$ cat config.mk
export PLATFORM = sky130hd
export DESIGN_NAME = bdel_cell
export DESIGN_NICKNAME = d
export VERILOG_FILES = /design/src/bounded_double_ended_list_unit_macros.svh /design/src/bdel_pkg.sv /design/src/bdel_cell.sv
export SDC_FILE = /design/constraint.sdc
export NUM_CORES = 1
export LEC_CHECK = 0
export CORE_MARGIN = 2
export CORE_UTILIZATION = 30
export CTS_BUF_LIST = sky130_fd_sc_hd__clkbuf_2
export DETAILED_ROUTE_END_ITERATION = 10
export DONT_BUFFER_PORTS = 1
export GPL_TIMING_DRIVEN = 0
export PLACE_DENSITY = 0.54
export SYNTH_ARGS = -nofsm -noshare
export SYNTH_HDL_FRONTEND = slang
export SYNTH_SLANG_ARGS = --single-unit
export TNS_END_PERCENT = 50
$ cat constraint.sdc
create_clock -name clk -period 4.75 [get_ports clk]
set_input_delay 0.95 -clock clk [delete_from_list [all_inputs] [get_ports clk]]
set_output_delay 0.95 -clock clk [all_outputs]
set_load 0.005 [all_outputs]
$ cat src/bounded_double_ended_list_unit_macros.svh
// Assertion macros for the bounded double-ended list unit.
// Used inside modules that have clk and rst_n in scope.
`ifndef BOUNDED_DOUBLE_ENDED_LIST_UNIT_MACROS_SVH
`define BOUNDED_DOUBLE_ENDED_LIST_UNIT_MACROS_SVH

// same-cycle implication, disabled while in reset
`define BDEL_ASSERT_IMP(lbl, a, c, msg) \
  lbl: assert property (@(posedge clk) disable iff (!rst_n) (a) |-> (c)) \
    else $error(msg);

// next-cycle implication, disabled while in reset
`define BDEL_ASSERT_NXT(lbl, a, c, msg) \
  lbl: assert property (@(posedge clk) disable iff (!rst_n) (a) |=> (c)) \
    else $error(msg);

`endif

$ cat src/bdel_pkg.sv
// Shared types and constants of the bounded double-ended list unit.
// No dependencies.
`timescale 1ns / 1ps

package bdel_pkg;

  localparam int FUNC_W  = 3;
  localparam int DATA_W  = 32;
  localparam int POS_W   = 8;
  localparam int COUNT_W = 9;

  localparam logic [FUNC_W-1:0] FUNC_PUSH_HEAD = 3'd0;
  localparam logic [FUNC_W-1:0] FUNC_PUSH_TAIL = 3'd1;
  localparam logic [FUNC_W-1:0] FUNC_POP_HEAD  = 3'd2;
  localparam logic [FUNC_W-1:0] FUNC_POP_TAIL  = 3'd3;
  localparam logic [FUNC_W-1:0] FUNC_READ      = 3'd4;

  // broadcast to every cell of the row
  typedef struct packed {
    logic push_front;  // shift row toward the tail, cell 0 takes the new word
    logic pop_front;   // shift row toward the head
    logic push_back;   // cell at index == count takes the new word
    logic snap;        // copy stored words into the read-out chain
    logic scan;        // shift read-out chain one cell toward the head
  } cell_ctrl_t;

endpackage

$ cat src/bdel_cell.sv
// One storage cell of the list row: holds the word at a fixed position
// plus one stage of the read-out chain. Depends on bdel_pkg.
`timescale 1ns / 1ps

module bdel_cell #(
  parameter int ELEM_W = 32,
  parameter int CNT_W  = 9,
  parameter int IDX    = 0
) (
  input  logic                 clk,
  input  bdel_pkg::cell_ctrl_t ctrl,
  input  logic [CNT_W-1:0]     count,
  input  logic [ELEM_W-1:0]    new_value,
  input  logic [ELEM_W-1:0]    left_value,
  input  logic [ELEM_W-1:0]    right_value,
  input  logic [ELEM_W-1:0]    right_bus,
  output logic [ELEM_W-1:0]    value,
  output logic [ELEM_W-1:0]    bus
);

  localparam logic [CNT_W-1:0] IDX_C = CNT_W'(IDX);

  logic [ELEM_W-1:0] value_r, value_nxt;
  logic [ELEM_W-1:0] bus_r, bus_nxt;

  always_comb begin
    value_nxt = value_r;
    if (ctrl.push_front) begin
      value_nxt = left_value;
    end else if (ctrl.pop_front) begin
      value_nxt = right_value;
    end else if (ctrl.push_back && (count == IDX_C)) begin
      value_nxt = new_value;
    end
  end

  always_comb begin
    bus_nxt = bus_r;
    if (ctrl.snap) begin
      bus_nxt = value_r;
    end else if (ctrl.scan) begin
      bus_nxt = right_bus;
    end
  end

  always_ff @(posedge clk) begin
    value_r <= value_nxt;
    bus_r   <= bus_nxt;
  end

  assign value = value_r;
  assign bus   = bus_r;

endmodule
==> key figures, run 1 <==
Global routing
  • First-pass GRT wire length: between 10000 and 15000 um
  • Antenna violations before repair: 1
  • Pin count of the biggest net entering global routing: 33
  • Total grt overflow: 0
  • Gr usage total: between 10% and 20%
  • Vias in the first global route: 1823

Worst setup path
  • Required time of the critical path: about 5000 ps
  • Setup crit end kind: register
  • FF-to-FF setup slack: around 3700 ps
  • Cell family with most CP delay: simple AND/OR/NAND/NOR gates
  • CP Data Arrival Time: around 2200 ps
  • FF-to-FF path depth: 1
  • Critical R2R Launch: value[4]$_DFFE_PP_
  • Critical R2R Capture: bus[4]$_DFFE_PP_
  • Crit-path slowest cell: or2_1
  • Buf+Inv Stages, Crit Path: 3
  • Critical Path Fanout Max: 18
  • CP Launch Type: input pin
  • CP Cell Sequence: buf_6 > buf_12 > or2_1 > buf_16
  • CP Class: input pin to register
  • Worst path max stage delay: between 700 and 800 ps

Floorplanning
  • Ports: around 210
  • Die height: around 110 um
  • DIE WIDTH: ~110 um
  • Core area: ~0.010 sq mm
  • Die area: between 0.01 and 0.015 sq mm
  • Initial Util: a little under a third
  • Rows: 37

Run status
  • Status: finished, final reports clean

Place
  • Setup WS pre-CTS: roughly 2200 ps
  • Post-place instance area: ~0.0034 sq mm
  • Inst Count DP: about 350
  • Gp weighted congestion: around 0.69
  • Port bufs: 0
  • HPWL after detailed placement: approximately 6000 um

Clock tree
  • Post-CTS setup buffer count: 0
  • Latest clock arrival within the worst-skew pair: 470 ps
  • Root Buffer: clkbuf_2
  • CTS Buffer Depth: 2
  • CTS resizes: 0
  • # H-tree levels: 3
  • Clock slew at reported path FFs: about 200 ps
  • Sink Count: 64
  • TritonCTS clock tree: built
  • CTS buffer count: 9
  • Post-CTS Hold Fix Bufs: 0

Min path
  • Hold-critical path depth: 1
  • Hold_sp: value[24]$_DFFE_PP_
  • Hold Path End: bus[24]$_DFFE_PP_
  • Min-delay worst type: register to register

Finish
  • Commonest non-fill, non-tap cell in the layout: edfxtp_1
  • Post-route cell area: 0.00353 sq mm
  • Area growth, synth to finish: 10.1%
  • Most frequent cells in the layout: edfxtp_1 (64), mux2i_1 (32), nand2_1 (32)
  • Share of cells above drive strength 1: a little over a quarter
  • Fin nets: 367
  • Layout Cells excl Fill: between 300 and 400

Synthesis
  • Mapped Nets: between 300 and 400
  • Yosys cell types: 16
  • Synth Warn #: 0
  • Cell count after synthesis: between 200 and 250
  • Post-Synthesis Cell Area: roughly 0.0032 sq mm
  • Synth Register Bits: 64
  • Syn avg cell area: roughly 15 sq um
  • Sequential area share after synthesis: approximately three fifths

STA
  • Final Max Slew Viols: 0
  • Least-Margin Pin Slew: around 950 ps
  • Hold Fails Final Rpt: 0
  • Final WS setup: about 2700 ps
  • Setup TNS: 0 ps
  • # setup viols final: 0
  • RSZ-0062 raised after global routing: no
  • Final min period: approximately 2000 ps
  • Tcrit/Tclk final: between 40% and 50%
  • Fmax: 0.493 GHz
  • Max_slew headroom: 36.7%
  • Clock Skew: approximately 30 ps

Route
  • Drt pass-1 iters: 4
  • Drt drc: 0
  • Routed Antenna Nets: 0
  • Routed WL per cell: 21.1 um
  • DR iter-0 viols: 105
  • Via-per-instance ratio: between 4 and 5
  • Routed vias: approximately 1800
  • Final WL: approximately 7700 um

Power and ir drop
  • Power Dens Cells: around 360 mW/mm^2
  • Leak: 1.40 nW
  • VDD IR-drop max: ~0.12 mV

Job
  • MaxCap Viol Count: 0
-- cell usage after synthesis, drive strengths merged --
| library cell | count | area [sq um] |
|---|---|---|
| or2 | 1 | 6.26 |
| nor4 | 1 | 6.26 |
| mux2 | 32 | 469 |
| mux2i | 32 | 320 |
| edfxtp | 64 | 1920 |
| nor4b | 1 | 8.76 |
| o21ai | 32 | 160 |
| a311o | 1 | 10.0 |
| buf | 14 | 173 |
| nor2 | 1 | 3.75 |
| clkbuf | 1 | 3.75 |
| nand2 | 32 | 120 |
-- worst max-delay path by stage --
stage,from,endpoint,slack (ps),depth (start not counted)
floorplan,count[7],value[0]$_DFFE_PP_,2170,2
global placement,count[7],value[2]$_DFFE_PP_,1690,2
detailed placement,ctrl[1],bus[14]$_DFFE_PP_,2220,4
CTS,ctrl[1],bus[30]$_DFFE_PP_,2760,4
global route,ctrl[1],bus[30]$_DFFE_PP_,2720,4
finish,ctrl[1],bus[30]$_DFFE_PP_,2720,4
-- power breakdown --
part / switching, mW / internal, mW / total [mW] / leakage, nW
Sequential: 0.0472 / 0.703 / 0.751 / 0.657
Combinational: 0.0638 / 0.0801 / 0.144 / 0.667
Clock: 0.194 / 0.170 / 0.364 / 0.0769
Total: 0.305 / 0.954 / 1.26 / 1.40
-- registers in the layout (all words and copies together) (netlist names) --
name / count
bus: 32
value: 32
-- layout make-up --
cell class / count / area [sq um]
repair buffers: 1 / 27.5
fillers: 1028 / 6800
clock buffers: 10 / 50.0
plain buffers: 15 / 176
multi-input cells: 133 / 1110
well taps: 136 / 170
flip-flops and latches: 64 / 1920
diodes: 1 / 2.50
clock inverters: 5 / 72.6
-- layer usage --
metal	routed length, um	track usage (%)
met2	4000	22.6
met1	2930	13.9
met5	0	0
met3	630	3.81
met4	133	4.95
-- stage by stage --
step                hold slack, ps  util [%]  total power [mW]
finish                         602      34.2              1.26
global route                   599      34.2              1.31
CTS                            594      34.1              1.28
detailed placement             602      33.0             0.913
global placement               604      32.7             0.905
floorplan                      577         -             0.864
-- logic make-up (layout without fill, tap and decap cells) --
group | count (synthesis) | in the layout | synth area share, %
mux | 64 | 64 | 24.6
flops | 64 | 64 | 60.0
buf+inv | 15 | 31 | 5.51
compound gates | 33 | 33 | 5.31
simple gates | 36 | 36 | 4.53
other cells | 0 | 1 | 0
Power figures use the tool's default switching activity.
==> run 2, diff against run 1 <==
--- a/config.mk
+++ b/config.mk
@@ -5,6 +5,7 @@
 export SDC_FILE = /design/constraint.sdc
 export NUM_CORES = 1
 export LEC_CHECK = 0
+export ABC_AREA = 1
 export CORE_MARGIN = 2
 export CORE_UTILIZATION = 30
 export CTS_BUF_LIST = sky130_fd_sc_hd__clkbuf_2
==> constraint.sdc (replaced) <==
create_clock -name clk -period 2 [get_ports clk]
set_input_delay 0.4 -clock clk [delete_from_list [all_inputs] [get_ports clk]]
set_output_delay 0.4 -clock clk [all_outputs]
set_load 0.005 [all_outputs]
==> run 2 against run 1 <==
Design area shrank 4.3%. Via count rose by 30%. Sequential power is 140% higher. Power increased by 120%. Wire length up 14%. Worst setup slack lost 2100 ps. Sequential cell count unchanged. Combinational power is 110% higher. Critical path type is now register to primary output. Highest routed layer unchanged. First-iteration DRC count up 13%. Critical endpoint is now value[16]. Clock power up 100%. Synthesized cell count increased by 52%. Die area fell by 4.0%.
==> key figures, run 2 <==
Route
  • Routed WL per cell: roughly 19 um
  • Final WL: between 8000 and 9000 um
  • Drt drc: 0
  • Routed vias: around 2300
  • Drt pass-1 iters: 4
  • DR iter-0 viols: about 120
  • Via-per-instance ratio: about 5.0
  • Routed Antenna Nets: 0

Floorplanning
  • Core area: 0.00986 sq mm
  • Ports: just over 200
  • DIE WIDTH: ~110 um
  • Die area: 0.0111 sq mm
  • Rows: 36
  • Die height: roughly 110 um
  • Initial Util: a little under a third

Synthesis
  • Synth Register Bits: 64
  • Count leader, synth: nand2_1
  • Synth Area in Adders: 0%
  • Compound-gate portion of the synthesized area: approximately a tenth
  • Mapped Nets: 466
  • Xor/xnor share of the synthesized area: 0%
  • Commonest cells post-synth: nand2_1 (130), a21oi_1 (64), edfxtp_1 (64), nor2_1 (37), buf_4 (9)
  • Main synth FF type: edfxtp_1
  • Post-Synthesis Cell Area: 0.00307 sq mm
  • Area contributors post-synth: edfxtp_1 (63%), nand2_1 (16%), a21oi_1 (10%), nor2_1 (4.5%), buf_4 (2.2%)
  • Yosys cell types: 14
  • EDFF count, synth: 64
  • Cell count after synthesis: 323
  • Syn avg cell area: 9.50 sq um
  • Sequential area share after synthesis: between 60% and 70%
  • Largest family of logic cells by synthesized area: simple AND/OR/NAND/NOR gates
  • Simple-gate share of the synthesized area: approximately a fifth
  • Synth Warn #: 0
  • Share of synthesized registers carrying an async set or reset: 0%
  • Synth top area share: between 60% and 70%
  • Post-synthesis mux area share: 0%
  • Cell taking the most area after synthesis: edfxtp_1

Finish
  • Final core utilization: between 30% and 40%
  • Fin nets: roughly 480
  • Area growth, synth to finish: 9.99%
  • Most frequent cells in the layout: nand2_1 (130), a21oi_1 (64), edfxtp_1 (64)
  • Commonest non-fill, non-tap cell in the layout: nand2_1
  • Share of cells above drive strength 1: about an eighth
  • Post-route cell area: 0.00338 sq mm
  • Layout fillers: roughly 1000

Global routing
  • Pin count of the biggest net entering global routing: 33
  • Gr usage total: approximately 16%
  • Total grt overflow: 0
  • Antenna violations before repair: 1
  • First-pass GRT wire length: approximately 13000 um
  • Vias in the first global route: between 2000 and 2500

Power and ir drop
  • Total net switching power: 0.757 mW
  • Combinational share of power: around a tenth
  • Power Dens Cells: 833 mW/mm^2
  • Sw frac: a little over a quarter
  • Overall Power: around 2.8 mW
  • VDD IR-drop max: between 0.2 and 0.3 mV
  • Internal cell power: ~2 mW
  • Sequential Power Share: 63.3%
  • Leak: ~1.4 nW
  • Clock power frac: around a quarter

Clock tree
  • Post-CTS Hold Fix Bufs: 0
  • Latest clock arrival within the worst-skew pair: 480 ps
  • Clock slew at reported path FFs: roughly 180 ps
  • Root Buffer: clkbuf_2
  • TritonCTS clock tree: built
  • CTS Buffer Depth: 2
  • CTS resizes: 0
  • # H-tree levels: 3
  • CTS buffer count: 9
  • Sink Count: 64
  • Post-CTS setup buffer count: 0

Place
  • Port bufs: 0
  • Post-place instance area: between 0.003 and 0.004 sq mm
  • Gp weighted congestion: 0.804
  • HPWL after detailed placement: between 6000 and 7000 um

STA
  • Tcrit/Tclk final: about two thirds
  • Clock Skew: approximately 20 ps
  • Final min period: about 1400 ps
  • RSZ-0062 raised after global routing: no
  • Hold WS: 88.3 ps
  • Hold Fails Final Rpt: 0
  • Final Max Slew Viols: 0
  • Fmax: 0.736 GHz
  • Least-Margin Pin Slew: 794 ps
  • # setup viols final: 0
  • Max_slew headroom: a little under half

Worst setup path
  • Critical Path Fanout Max: 2
  • Required time of the critical path: roughly 1600 ps
  • CP Data Arrival Time: roughly 960 ps
  • Setup crit end kind: primary output
  • CP Launch Type: register
  • CP Class: register to primary output

Run status
  • Status: finished, final reports clean

Job
  • MaxCap Viol Count: 0

Min path
  • Min-delay worst type: input pin to register
run 2: final cells by class:
class	count	area [sq um]	area share, %
antenna	1	2.50	0.0741
buffer	21	159	4.71
clock buffer	10	50.0	1.48
clock inverter	5	48.8	1.45
inverter	4	22.5	0.667
multi-input combinational	234	977	28.9
sequential	64	1920	56.9
tap	133	166	4.93
timing repair buffer	1	27.5	0.815
run 2: through the flow:
step	setup WS [ps]	std cells	setup TNS (ps)
6_report	642	473	0
5_1_grt	541	473	0
4_1_cts	570	472	0
3_5_place_dp	338	457	0
3_3_place_gp	-353	456	-11230
2_1_floorplan	149	323	0
run 2: kinds of logic (layout without fill, tap and decap cells):
family | count (synthesis) | after routing
AOI/OAI and AO/OA | 65 | 65
buffers and inverters | 25 | 41
DFF | 64 | 64
other | 0 | 1
and+or+nand+nor | 169 | 169
run 2: power by group through the flow:
stage	Sequential, mW	Clock (mW)	Combinational, mW
global placement	1.82	0	0.284
detailed placement	1.82	0	0.302
floorplan	1.77	0	0.223
global route	1.79	0.836	0.346
CTS	1.78	0.787	0.303
finish	1.78	0.735	0.298
run 2: worst paths after layout:
kind / from / end / slack, ps / cells past startpoint
max: value[16]$_DFFE_PP_ / value[16] / 640 / 0
min: right_bus[23] / bus[23]$_DFFE_PP_ / 90 / 2
min reg2reg: value[3]$_DFFE_PP_ / bus[3]$_DFFE_PP_ / 590 / 2
max reg2reg: value[10]$_DFFE_PP_ / bus[10]$_DFFE_PP_ / 1150 / 2
run 2: layer usage:
layer	track usage (%)	up-vias	share of wire (%)
met5	0	-	0
met3	5.80	14	9.5
met4	6.10	0	2.1
met2	26.9	139	48
met1	18.3	1087	40
li1	-	1105	-
==> run 3, diff against run 2 <==
==> constraint.sdc (replaced) <==
create_clock -name clk -period 1.3 [get_ports clk]
set_input_delay 0.26 -clock clk [delete_from_list [all_inputs] [get_ports clk]]
set_output_delay 0.26 -clock clk [all_outputs]
set_load 0.005 [all_outputs]
==> run 3 against run 2 <==
Clock power is 61% higher. Non-clock buffer count is 95 higher. Die area stayed put. Sequential power is 54% higher. Clock skew is 15 ps higher. Via count is 17% higher. Critical endpoint is now value[23].
==> key figures, run 3 (synthesized netlist as in run 2, its figures left out) <==
Run status
  • Status: finished, final reports clean

STA
  • # setup viols final: 0
  • Tcrit/Tclk final: 99.7%
  • Final min period: approximately 1300 ps
  • Hold Fails Final Rpt: 0
  • Hold WS: roughly 140 ps
  • RSZ-0062 raised after global routing: yes
  • Final Max Slew Viols: 0
  • Least-Margin Pin Slew: around 1000 ps
  • Clock Skew: roughly 35 ps
  • Fmax: between 0.7 and 0.8 GHz
  • Max_slew headroom: ~33%

Route
  • Via-per-instance ratio: just under 5
  • Drt drc: 0
  • DR iter-0 viols: 209
  • Routed vias: 2737
  • Final WL: approximately 9900 um
  • Drt pass-1 iters: 4
  • Routed WL per cell: between 15 and 20 um
  • Routed Antenna Nets: 0

Global routing
  • Pin count of the biggest net entering global routing: 33
  • Vias in the first global route: 2717
  • Antenna violations before repair: 0
  • Gr usage total: around 18%
  • First-pass GRT wire length: approximately 15000 um
  • Total grt overflow: 0

Clock tree
  • TritonCTS clock tree: built
  • Root Buffer: clkbuf_2
  • Sink Count: between 60 and 70
  • CTS resizes: 0
  • CTS Buffer Depth: 2
  • CTS buffer count: 9
  • Clock slew at reported path FFs: ~200 ps
  • Latest clock arrival within the worst-skew pair: around 520 ps
  • # H-tree levels: 3
  • Post-CTS setup buffer count: 0

Floorplanning
  • Core area: approximately 0.01 sq mm
  • Rows: 36
  • DIE WIDTH: roughly 110 um
  • Die height: 105 um
  • Die area: roughly 0.011 sq mm
  • Initial Util: a little under a third
  • Ports: 207

Power and ir drop
  • Leak: between 1.5 and 2 nW
  • Power Dens Cells: 1080 mW/mm^2
  • Clock power frac: 25.2%
  • Internal cell power: between 3 and 4 mW
  • Sw frac: ~27%
  • Combinational share of power: approximately 16%
  • Sequential Power Share: ~60%
  • VDD IR-drop max: between 0.4 and 0.5 mV
  • Total net switching power: 1.26 mW

Worst setup path
  • CP Class: register to primary output
  • CP Data Arrival Time: ~1000 ps
  • CP Launch Type: register
  • Required time of the critical path: 1040 ps
  • Setup crit end kind: primary output
  • Critical Path Fanout Max: 2

Finish
  • Fin nets: about 570
  • ANT cells: 0
  • Multi-input gate area: ~1000 sq um
  • Most frequent cells in the layout: nand2_1 (130), dlygate4sd3_1 (96), a21oi_1 (64), edfxtp_1 (64), nor2_1 (34)
  • Layout Cells excl Fill: roughly 570
  • Share of cells above drive strength 1: around 10%
  • Area growth, synth to finish: 41.2%
  • Layout fillers: 949
  • Register area: a little under 0.002 sq mm
  • Final core utilization: 43.9%
  • Commonest non-fill, non-tap cell in the layout: nand2_1

Job
  • MaxCap Viol Count: 0

Place
  • Gp weighted congestion: between 0.7 and 0.8
  • HPWL after detailed placement: 6640 um
  • Port bufs: 0
  • Inst Count DP: between 400 and 500

Min path
  • Min-delay worst type: input pin to register
==> run 3: what timing repair did <==
item	in CTS	in global routing
hold buffers	96	0
setup endpoints to repair	16	17
pin swaps	0	0
hold endpoints to repair	64	0
==> run 3: per-stage QoR <==
stage	cell area, sq um	TNS [ps]	power (mW)	worst slack, ps
final	4330	0	4.67	3.78
after global routing	4330	-442	4.89	-57.8
after CTS	4330	-447	4.72	-56.8
after detailed placement	3270	-18320	3.25	-383
after global placement	3270	-17630	3.23	-370
after floorplan	3100	-2850	3.06	-89.2
==> run 3: power groups by stage <==
stage | clock network (mW) | logic [mW] | registers [mW]
5_1_grt | 1.31 | 0.819 | 2.77
3_5_place_dp | 0 | 0.455 | 2.80
3_3_place_gp | 0 | 0.442 | 2.79
4_1_cts | 1.24 | 0.732 | 2.75
2_1_floorplan | 0 | 0.348 | 2.72
6_report | 1.18 | 0.743 | 2.74
==> run 3: area by class of cell <==
type | count | share of cell area [%]
plain buffers | 21 | 3.67
clock buffers | 11 | 1.27
clock inverters | 5 | 1.10
inverters | 4 | 0.520
multi-input cells | 234 | 23.1
flip-flops and latches | 64 | 44.4
well taps | 133 | 3.84
repair buffers | 96 | 22.2
==> run 3: path summary, 6_finish.rpt <==
kind | startpoint | endpoint | slack, ps | cells after the start
max | value[23]$_DFFE_PP_ | value[23] | 4 | 0
min | ctrl[1] | bus[31]$_DFFE_PP_ | 140 | 3
max reg2reg | value[23]$_DFFE_PP_ | bus[23]$_DFFE_PP_ | 380 | 2
min reg2reg | value[4]$_DFFE_PP_ | bus[4]$_DFFE_PP_ | 600 | 2
==> run 3: worst reg2reg max path, cell delays in order, from the launching register on <==
cell      delay [ps]
edfxtp_1         510
nand2_1          110
nand2_1           50
==> run 3: layer usage <==
metal | up-vias | global-route usage, % | part of all wire, %
met3 | 18 | 4.68 | 7.5
met2 | 167 | 31.5 | 51
met1 | 1255 | 19.1 | 39
met5 | - | 0 | 0
met4 | 0 | 8.10 | 2.3
li1 | 1297 | - | -
